--- config.mk ---
export PLATFORM = sky130hd
export DESIGN_NAME = button_hold_status_led_controller
export DESIGN_NICKNAME = d
export VERILOG_FILES = /design/src/sv/bhsl_pkg.sv /design/src/sv/button_hold_status_led_controller.sv /design/src/sv/bhsl_button.sv /design/src/sv/bhsl_led.sv
export SDC_FILE = /design/constraint.sdc
export NUM_CORES = 1
export LEC_CHECK = 0
export ABC_AREA = 1
export BUFFER_PORTS_ARGS = -buffer_cell sky130_fd_sc_hd__clkbuf_2
export CAP_MARGIN = 25
export CORE_ASPECT_RATIO = 0.6
export CORE_MARGIN = 2
export CORE_UTILIZATION = 40
export DETAILED_ROUTE_END_ITERATION = 8
export GPL_TIMING_DRIVEN = 0
export PLACE_DENSITY_LB_ADDON = 0.3
export SYNTH_ARGS = -nofsm -noshare
export SYNTH_HDL_FRONTEND = slang
export SYNTH_SLANG_ARGS = --single-unit
export TNS_END_PERCENT = 5
--- constraint.sdc ---
create_clock -name clk -period 9.6 [get_ports clk]
set_input_delay 0.96 -clock clk [delete_from_list [all_inputs] [get_ports clk]]
set_output_delay 0.96 -clock clk [all_outputs]
set_load 0.01 [all_outputs]
--- src/sv/bhsl_pkg.sv ---
// ----------------------------------------------------------------------------
// bhsl_pkg
// shared widths, codes and types for the button hold / status led controller
// ----------------------------------------------------------------------------
`default_nettype none

package bhsl_pkg;

	localparam int TIMER_BITS = 16;
	localparam int STEP_BITS  = 14;
	localparam int PERIOD_BITS = 10;
	localparam int LIMIT_BITS  = 16;

	localparam logic [STEP_BITS-1:0] STEP_WRAP = STEP_BITS'(10000);
	localparam logic [TIMER_BITS-1:0] HOLD_MAX = {TIMER_BITS{1'b1}};

	localparam logic [1:0] MODE_NORMAL = 2'd0;
	localparam logic [1:0] MODE_SLOW   = 2'd1;
	localparam logic [1:0] MODE_FAST   = 2'd2;
	localparam logic [1:0] MODE_ROTATE = 2'd3;

	localparam logic [2:0] REG_DEBOUNCE = 3'd0;
	localparam logic [2:0] REG_SHORT    = 3'd1;
	localparam logic [2:0] REG_LONG     = 3'd2;
	localparam logic [2:0] REG_NORMAL   = 3'd3;
	localparam logic [2:0] REG_SLOW     = 3'd4;
	localparam logic [2:0] REG_FAST     = 3'd5;
	localparam logic [2:0] REG_ROTATE   = 3'd6;

	typedef struct packed {
		logic [PERIOD_BITS-1:0] debounce_ms;
		logic [LIMIT_BITS-1:0]  short_limit_ms;
		logic [LIMIT_BITS-1:0]  long_limit_ms;
		logic [PERIOD_BITS-1:0] normal_period_ms;
		logic [PERIOD_BITS-1:0] slow_period_ms;
		logic [PERIOD_BITS-1:0] fast_period_ms;
		logic [PERIOD_BITS-1:0] rotate_period_ms;
	} cfg_t;

	typedef struct packed {
		logic       clear_config;
		logic       ota_start;
		logic [1:0] mode;
	} btn_res_t;

endpackage

`default_nettype wire

--- src/sv/button_hold_status_led_controller.sv ---
// ----------------------------------------------------------------------------
// button_hold_status_led_controller
// long-press button detector with status led driver, one item per ms tick
// ----------------------------------------------------------------------------
// usage:
//  - each input transfer is one millisecond tick: raw button level plus link
//    status; each tick gives exactly one output transfer with the led levels,
//    the clear_config / ota_start pulses and the current led mode
//  - an input transfer lands in an input register; from there the tick is
//    evaluated and its result written to the output register, which sets
//    out_valid; the output transfer is taken from the output register
//  - throughput is one tick per cycle while out_ready is high; the limit is
//    the single output register, which is reloaded in the cycle it is taken
//  - when the receiver stalls, the output holds, the input register fills and
//    in_ready drops until out_ready returns
//  - configuration writes (cfg_index 0..6) are always accepted and should be
//    made only while no tick is in flight; index 7 is ignored
//  - reset clears all state to idle / normal mode, leds all high, and restores
//    the default register values; the first tick runs an led step
// ----------------------------------------------------------------------------
`default_nettype none

module button_hold_status_led_controller
	import bhsl_pkg::*;
(
	input  wire logic        clk,
	input  wire logic        arst_n,
	input  wire logic        in_valid,
	output      logic        in_ready,
	input  wire logic        button_level,
	input  wire logic        wifi_up,
	input  wire logic        ethernet_up,
	input  wire logic [7:0]  ble_links,
	output      logic        out_valid,
	input  wire logic        out_ready,
	output      logic        led_one,
	output      logic        led_two,
	output      logic        led_three,
	output      logic        clear_config,
	output      logic        ota_start,
	output      logic [1:0]  led_mode,
	input  wire logic        cfg_valid,
	output      logic        cfg_ready,
	input  wire logic [2:0]  cfg_index,
	input  wire logic [15:0] cfg_data
);

	cfg_t       cfg_q;
	logic       valid_s1;
	logic       level_s1, wifi_s1, eth_s1;
	logic [7:0] ble_s1;
	logic       adv;
	btn_res_t   btn_res;
	logic [2:0] leds;

	assign cfg_ready = 1'b1;

	always_ff @(posedge clk or negedge arst_n) begin
		if (!arst_n) begin
			cfg_q.debounce_ms      <= PERIOD_BITS'(300);
			cfg_q.short_limit_ms   <= LIMIT_BITS'(3000);
			cfg_q.long_limit_ms    <= LIMIT_BITS'(8000);
			cfg_q.normal_period_ms <= PERIOD_BITS'(800);
			cfg_q.slow_period_ms   <= PERIOD_BITS'(500);
			cfg_q.fast_period_ms   <= PERIOD_BITS'(100);
			cfg_q.rotate_period_ms <= PERIOD_BITS'(300);
		end else if (cfg_valid) begin
			case (cfg_index)
				REG_DEBOUNCE: cfg_q.debounce_ms      <= cfg_data[PERIOD_BITS-1:0];
				REG_SHORT:    cfg_q.short_limit_ms   <= cfg_data[LIMIT_BITS-1:0];
				REG_LONG:     cfg_q.long_limit_ms    <= cfg_data[LIMIT_BITS-1:0];
				REG_NORMAL:   cfg_q.normal_period_ms <= cfg_data[PERIOD_BITS-1:0];
				REG_SLOW:     cfg_q.slow_period_ms   <= cfg_data[PERIOD_BITS-1:0];
				REG_FAST:     cfg_q.fast_period_ms   <= cfg_data[PERIOD_BITS-1:0];
				REG_ROTATE:   cfg_q.rotate_period_ms <= cfg_data[PERIOD_BITS-1:0];
				default: ;
			endcase
		end
	end

	// tick moves from input register to output register
	assign adv      = valid_s1 && (!out_valid || out_ready);
	assign in_ready = !valid_s1 || adv;

	always_ff @(posedge clk or negedge arst_n) begin
		if (!arst_n) begin
			valid_s1 <= 1'b0;
		end else if (in_ready) begin
			valid_s1 <= in_valid;
		end
	end

	always_ff @(posedge clk) begin
		if (in_valid && in_ready) begin
			level_s1 <= button_level;
			wifi_s1  <= wifi_up;
			eth_s1   <= ethernet_up;
			ble_s1   <= ble_links;
		end
	end

	bhsl_button u_button (
		.clk          (clk),
		.arst_n       (arst_n),
		.en           (adv),
		.button_level (level_s1),
		.cfg          (cfg_q),
		.res          (btn_res)
	);

	bhsl_led u_led (
		.clk         (clk),
		.arst_n      (arst_n),
		.en          (adv),
		.mode        (btn_res.mode),
		.wifi_up     (wifi_s1),
		.ethernet_up (eth_s1),
		.ble_links   (ble_s1),
		.cfg         (cfg_q),
		.leds        (leds)
	);

	always_ff @(posedge clk or negedge arst_n) begin
		if (!arst_n) begin
			out_valid <= 1'b0;
		end else if (!out_valid || out_ready) begin
			out_valid <= valid_s1;
		end
	end

	always_ff @(posedge clk) begin
		if (adv) begin
			led_one      <= leds[0];
			led_two      <= leds[1];
			led_three    <= leds[2];
			clear_config <= btn_res.clear_config;
			ota_start    <= btn_res.ota_start;
			led_mode     <= btn_res.mode;
		end
	end

	a_pulse_excl: assert property (@(posedge clk) disable iff (!arst_n)
		out_valid |-> !(clear_config && ota_start))
		else $error("clear and update pulses together");

	a_clear_mode: assert property (@(posedge clk) disable iff (!arst_n)
		(out_valid && clear_config) |-> (led_mode == MODE_NORMAL))
		else $error("clear pulse without normal mode");

	a_ota_mode: assert property (@(posedge clk) disable iff (!arst_n)
		(out_valid && ota_start) |-> (led_mode == MODE_ROTATE))
		else $error("update pulse without rotate mode");

	a_stall_holds: assert property (@(posedge clk) disable iff (!arst_n)
		(valid_s1 && out_valid && !out_ready) |=> valid_s1)
		else $error("input register lost a tick during stall");

endmodule

`default_nettype wire

--- src/sv/bhsl_button.sv ---
// ----------------------------------------------------------------------------
// bhsl_button
// debounce, hold counting and mode selection, one tick per enable
// ----------------------------------------------------------------------------
`default_nettype none

module bhsl_button
	import bhsl_pkg::*;
(
	input  wire logic     clk,
	input  wire logic     arst_n,
	input  wire logic     en,
	input  wire logic     button_level,
	input  wire cfg_t     cfg,
	output      btn_res_t res
);

	localparam logic [1:0] PH_IDLE     = 2'd0;
	localparam logic [1:0] PH_DEBOUNCE = 2'd1;
	localparam logic [1:0] PH_HOLD     = 2'd2;

	logic [1:0]            phase_q, phase_d;
	logic [TIMER_BITS-1:0] ticks_q, ticks_d, ticks_inc;
	logic [1:0]            mode_q, mode_d;
	logic                  clr_d, ota_d;

	assign ticks_inc = ticks_q + TIMER_BITS'(1);

	always_comb begin
		phase_d = phase_q;
		ticks_d = ticks_q;
		mode_d  = mode_q;
		clr_d   = 1'b0;
		ota_d   = 1'b0;
		case (phase_q)
			PH_DEBOUNCE: begin
				ticks_d = ticks_inc;
				if (ticks_inc >= TIMER_BITS'(cfg.debounce_ms)) begin
					ticks_d = '0;
					phase_d = button_level ? PH_IDLE : PH_HOLD;
				end
			end
			PH_HOLD: begin
				if (button_level) begin
					if (ticks_q >= cfg.short_limit_ms && ticks_q < cfg.long_limit_ms) begin
						clr_d  = 1'b1;
						mode_d = MODE_NORMAL;
					end else if (ticks_q >= cfg.long_limit_ms) begin
						ota_d  = 1'b1;
						mode_d = MODE_ROTATE;
					end
					phase_d = PH_IDLE;
					ticks_d = '0;
				end else if (ticks_q != HOLD_MAX) begin
					ticks_d = ticks_inc;
					if (ticks_inc == cfg.short_limit_ms) mode_d = MODE_SLOW;
					if (ticks_inc == cfg.long_limit_ms) mode_d = MODE_FAST;
				end
			end
			default: begin
				phase_d = PH_IDLE;
				if (!button_level) begin
					ticks_d = '0;
					phase_d = (cfg.debounce_ms == '0) ? PH_HOLD : PH_DEBOUNCE;
				end
			end
		endcase
	end

	always_ff @(posedge clk or negedge arst_n) begin
		if (!arst_n) begin
			phase_q <= PH_IDLE;
			ticks_q <= '0;
			mode_q  <= MODE_NORMAL;
		end else if (en) begin
			phase_q <= phase_d;
			ticks_q <= ticks_d;
			mode_q  <= mode_d;
		end
	end

	assign res.clear_config = clr_d;
	assign res.ota_start    = ota_d;
	assign res.mode         = mode_d;

endmodule

`default_nettype wire

--- src/sv/bhsl_led.sv ---
// ----------------------------------------------------------------------------
// bhsl_led
// led step timer, step counter with phases, and led pattern per mode
// ----------------------------------------------------------------------------
`default_nettype none

module bhsl_led
	import bhsl_pkg::*;
(
	input  wire logic       clk,
	input  wire logic       arst_n,
	input  wire logic       en,
	input  wire logic [1:0] mode,
	input  wire logic       wifi_up,
	input  wire logic       ethernet_up,
	input  wire logic [7:0] ble_links,
	input  wire cfg_t       cfg,
	output      logic [2:0] leds
);

	logic [PERIOD_BITS-1:0] timer_q, timer_d, period;
	logic [STEP_BITS-1:0]   count_q, count_d;
	logic [1:0]             mod3_q, mod3_d;
	logic                   blink_q, blink_d;
	logic [1:0]             rot_q, rot_d;
	logic [2:0]             leds_q, leds_d;
	logic                   l3;

	always_comb begin
		case (mode)
			MODE_NORMAL: period = cfg.normal_period_ms;
			MODE_SLOW:   period = cfg.slow_period_ms;
			MODE_FAST:   period = cfg.fast_period_ms;
			default:     period = cfg.rotate_period_ms;
		endcase
	end

	always_comb begin
		timer_d = timer_q - PERIOD_BITS'(1);
		count_d = count_q;
		mod3_d  = mod3_q;
		blink_d = blink_q;
		rot_d   = rot_q;
		leds_d  = leds_q;
		l3      = 1'b0;
		if (timer_q == '0) begin
			timer_d = (period == '0) ? '0 : period - PERIOD_BITS'(1);
			if (count_q == STEP_WRAP) begin
				count_d = '0;
				mod3_d  = 2'd0;
			end else begin
				count_d = count_q + STEP_BITS'(1);
				mod3_d  = (mod3_q == 2'd2) ? 2'd0 : mod3_q + 2'd1;
				blink_d = count_d[0];
				rot_d   = mod3_d;
			end
			case (mode)
				MODE_NORMAL: begin
					l3     = wifi_up ? blink_d : !ethernet_up;
					leds_d = {l3, (ble_links == '0), 1'b0};
				end
				MODE_SLOW, MODE_FAST: leds_d = {3{blink_d}};
				default: begin
					case (rot_d)
						2'd0:    leds_d = 3'b110;
						2'd1:    leds_d = 3'b101;
						2'd2:    leds_d = 3'b011;
						default: leds_d = leds_q;
					endcase
				end
			endcase
		end
	end

	always_ff @(posedge clk or negedge arst_n) begin
		if (!arst_n) begin
			timer_q <= '0;
			count_q <= '0;
			mod3_q  <= 2'd0;
			blink_q <= 1'b0;
			rot_q   <= 2'd0;
			leds_q  <= 3'b111;
		end else if (en) begin
			timer_q <= timer_d;
			count_q <= count_d;
			mod3_q  <= mod3_d;
			blink_q <= blink_d;
			rot_q   <= rot_d;
			leds_q  <= leds_d;
		end
	end

	assign leds = leds_d;

endmodule

`default_nettype wire

# After elaboration in Yosys (flattened, before gate mapping)
# Index checks and enable logic that the tools add are counted.
# totals
ramBits,0
memories,0
reg_bits,154
latchBits,0
rom_bits,0
elab_cells,121
# classes
mul,0
n_bitwise,2
n_addsub,5
n_mux,33
n_reduce_logical,28
eq_ne,21
n_div,0
magnitude_cmp,4
n_shift,0
# op_table
operator,count
$mux W16,4
$eq A16 B16 Y1,2
$ge A16 B16 Y1,2
$mux W2,16
$pmux W16 S2,1
$logic_not A10 Y1,3
$pmux W10 S3,1
$mux W10,2
$sub A10 B1 Y10 const B,2
$reduce_and A2 Y1,9
$add A16 B1 Y16 const B,1
$ge A16 B10 Y1,1
$lt A16 B16 Y1,1
$ne A16 B16 Y1 const B,1
$add A14 B1 Y14 const B,1
$eq A14 B14 Y1 const B,1
$mux W14,1
$eq A3 B3 Y1 const B,3
$pmux W3 S3,1
$eq A2 B2 Y1 const B,4
$logic_not A8 Y1,1
$eq A2 B1 Y1 const B,3
$eq A3 B2 Y1 const B,2
$pmux W3 S2,1
other kinds (18),29

# Depth between registers and ports, before layout
# logic_depth
ltp_word,12
mapped_depth,29
mapped_depth_nobuf,28

# Modules after synthesis
# From an unflattened synthesis, not the netlist that was laid out.
# unflattened
hier_cells,1282
hier_area_um2,9582.9
# by_module_without_submodules
module,cells_per_inst,area_per_inst_um2,instances
button_hold_status_led_controller,395,3902.5,1
bhsl_button,492,3006.6,1
bhsl_led,395,2673.8,1

# Least setup slack after synthesis
# Ideal clock, no wire load.
# synth_timing
kind,register -> register
start,reg u_button.ticks_q[1]
end,reg u_led.timer_q[6]
t_arrival_ns,3.491
path_slack_ns,5.987
setup_ns,0.122
stages_incl_launch_ff,29
synth_period_minus_slack_ns,3.613
t_required_ns,9.478
path_cell_list,dfrtp_1 ha_1 nand2_2 nor2_2 nand3_1 nand2_2 inv_2 nand2_2 nand2_1 nor2_1 nand2_1 nor2_2 nand3_1 nand2_1 nand2_1 nand3_1 inv_1 ha_1 inv_1 buf_2 nand2_1 o22ai_1 ha_1 inv_1 nor2_1 nand3_1 xor2_1 nand2_1 a21oi_1
# synth_lines
item,line,source
from (decl),bhsl_button.sv:23,"logic [TIMER_BITS-1:0] ticks_q, ticks_d, ticks_inc;"
from (signal assigned),bhsl_button.sv:77,ticks_q <= ticks_d;
to (signal assigned),bhsl_led.sv:84,timer_q <= timer_d;
to (decl),bhsl_led.sv:21,"logic [PERIOD_BITS-1:0] timer_q, timer_d, period;"

==> run summary <==
status = completed
count of flip-flops with a built-in enable after synthesis = 18
clk slew on worst S/H paths = 0.07 ns
prevailing post-synth register cell = dfrtp_1
IR drop worst, VDD = 151.4 uV
CTS buffer count = 17
CP required = 9.92 ns
R2R Path Start = u_button.ticks_q[0]
DP Area = 9806 sq um
Fin. Hold Viols = 0
area grow syn2layout = 13.88%
Power Density = 213.5 nW/um^2
switching portion of total power = 35.49%
clock net sink count = 154
io pins = 45
Antenna Cells = 0
Post-synth ARST share = 88.31%
Finished Core Util = 46.86%
DRT Wirelength = 25600 um
clock insertion delay at the later pin of the skew report = 0.44 ns
Final setup viols = 0
Post-Syn Instances = 1160
share of cells above drive strength 1 = 13.43%
Worst path max stage delay = 0.51 ns
Max Root-Sink Buffers = 2
Post-DRT Antenna Nets = 0
cell mode on critical path = nand2_1
DRC = 0
Post-Route Skew = 0.01539 ns
vias in the first global route = 7194
P_leak = 5.127 nW
first-pass GRT wire length = 40450 um
highest net fanout along the worst path = 10
crit path DAT = 5.45 ns
DR vias = 7972
PortBufs = 43
RSZ-0062 raised after global routing = no
initial core utilization = 41.15%
distinct cell type count after synthesis = 47
Tot GR Track Use = 22.43%
core footprint = 22280 sq um
drt first pass iters = 7
Via density = 5.163
Slew HR = 59.36%
area leader, netlist = dfrtp_1
top-area cell type share of the netlist area = 27.29%
Sum Neg Setup Slack = 0 ns
CP Launch Point = u_button.ticks_q[0]
period utilization = 53.51%
syn_area_per_cell = 7.904 sq um
wire length per cell = 16.58 um
grt ovf = 0
CTS tree = yes
min-delay worst type = reg2reg
max-cap viol count = 0
hold_sp = cfg_q[23]
Worst setup SP type = register
post_cts resized = 0
Die Y-Extent = 121.3 um
Clock power frac = 32.0%
Detailed Route Iter0 Violations = 761
top cells by count, synth = nand2_1, inv_1, o21ai_0
fin. max-slew vios = 0
Setup WS pre-CTS = 4.685 ns
share of power burned in registers = 39.1%
Mapped Nets = 1252
Max Fclk = 0.1947 GHz
htree depth = 4
Synth area leaders = dfrtp_1, nand2_1, dfstp_2
setup repair bufs after CTS = 0
P_sw = 0.0007910 W
Setup WS post-layout = 4.463 ns
overall power = 0.002229 W
critical path endpoint category = register
Die ar. = 24190 sq um
FP Rows = 42
crit path time final = 5.137 ns
DP Wirelength = 19510 um
Finished Cell Area = 10440 sq um
Mapped Area = 9169 sq um
hold_buf cts = 0
die width = 199.5 um
top-count cell post-synth = nand2_1
initial antenna violation count = 0
post-synthesis sequential area ratio = 43.50%
Clock Tree Root = clkbuf_16
GP Congestion = 0.9165
Int Pwr = 0.001438 W
#FFs+latches synth = 154
Worst path slowest cell = dfrtp_1
Setup Crit Path Kind = reg2reg
Comb power frac = 28.9%
YS warnings = 0
final net count = 1315
largest net degree at the start of global routing = 72
Slew @ Worst Pin = 0.6041 ns
==> path summary, 6_finish.rpt <==
check,slack (ns),cells after the start,to
min in group asynchronous,0.52,1,cfg_q[81]
setup / recovery,4.46,26,u_led.timer_q[6]
max in group asynchronous,8.30,2,u_led.leds_q[0]
hold reg to reg,0.49,2,cfg_q[23]
setup reg to reg,4.46,26,u_led.timer_q[6]
hold / removal,0.49,2,cfg_q[23]
==> power groups by stage <==
| stage | Combinational (W) | Sequential, W | Clock, W |
|---|---|---|---|
| 2_1_floorplan | 0.000451 | 0.000848 | 0 |
| 3_3_place_gp | 0.000615 | 0.000875 | 0 |
| 3_5_place_dp | 0.000631 | 0.000877 | 0 |
| 4_1_cts | 0.000636 | 0.000866 | 0.000725 |
| 5_1_grt | 0.000736 | 0.000882 | 0.000748 |
| 6_report | 0.000644 | 0.000871 | 0.000714 |
==> area by class of cell <==
| class | count | area, sq um |
|---|---|---|
| Tap cell | 308 | 385.4 |
| Multi-Input combinational cell | 822 | 4462 |
| Clock buffer | 23 | 541.8 |
| Inverter | 155 | 581.8 |
| Clock inverter | 9 | 93.84 |
| Timing Repair Buffer | 44 | 251.5 |
| Buffer | 29 | 136.4 |
| Sequential cell | 154 | 3989 |
| Fill cell | 2224 | 11840 |
==> critical path: cells and delay by family, from the launching register on <==
family          cells  cell delay [ns]
flops               1             0.51
compound gates      2             0.46
fa+ha+maj           3             0.85
buf+inv             4             0.56
simple gates       15             2.26
xor+xnor            2             0.39
==> flip-flops by register name, indices dropped and copies added, names as in the netlist, 2 cells and up <==
signal,count
u_button.phase_q,2
u_led.count_q,14
u_led.rot_q,2
u_button.mode_q,2
cfg_q,82
ble_s1,8
u_led.leds_q,3
u_led.timer_q,10
u_button.ticks_q,16
u_led.mod3_q,2
led_mode,2
==> cells by family (layout without fill, tap and decap cells) <==
logic type	count (synthesis)	count (layout)	share of synthesized area, %
fa+ha+maj	57	57	7.778
buf+inv	184	260	7.833
other cells	1	1	0.04090
xor+xnor	19	19	1.815
compound gates	216	216	13.37
flops	154	154	43.50
simple gates	529	529	25.66
==> metrics by stage <==
stage               instances  hold WS, ns
floorplan                1160       0.4494
global placement         1511       0.4658
detailed placement       1512       0.4732
CTS                      1544       0.4892
global route             1544       0.5011
finish                   1544       0.4883
==> metal layers <==
metal / vias to the layer above / part of all wire [%] / GRT usage, %
li1: 3950 / - / -
met1: 3710 / 53 / 37.46
met2: 299 / 36 / 26.72
met3: 13 / 10 / 7.254
met4: 0 / 0.76 / 4.352
met5: - / 0 / 0
==> cells in the final DEF, fill, tap and decap left out, drive strengths merged, types with 2 or more instances in the layout <==
cell    synthesis  layout
a21oi          48      48
a22o            9       9
a22oi           2       2
a31oi           5       5
buf             9      10
clkbuf         20      86
clkinv          0       3
dfrtp         100     100
dfstp          36      36
edfxtp         18      18
ha             57      57
inv           155     159
nand2         320     320
nand3          74      74
nand3b          2       2
nand4          21      21
nor2           78      78
nor3           21      21
nor3b           3       3
nor4            9       9
o211ai          4       4
o21a            3       3
o21ai         128     128
o21bai          3       3
o22ai          11      11
xnor2           4       4
xor2           15      15
Note: power is estimated with default switching activity, not from simulation.
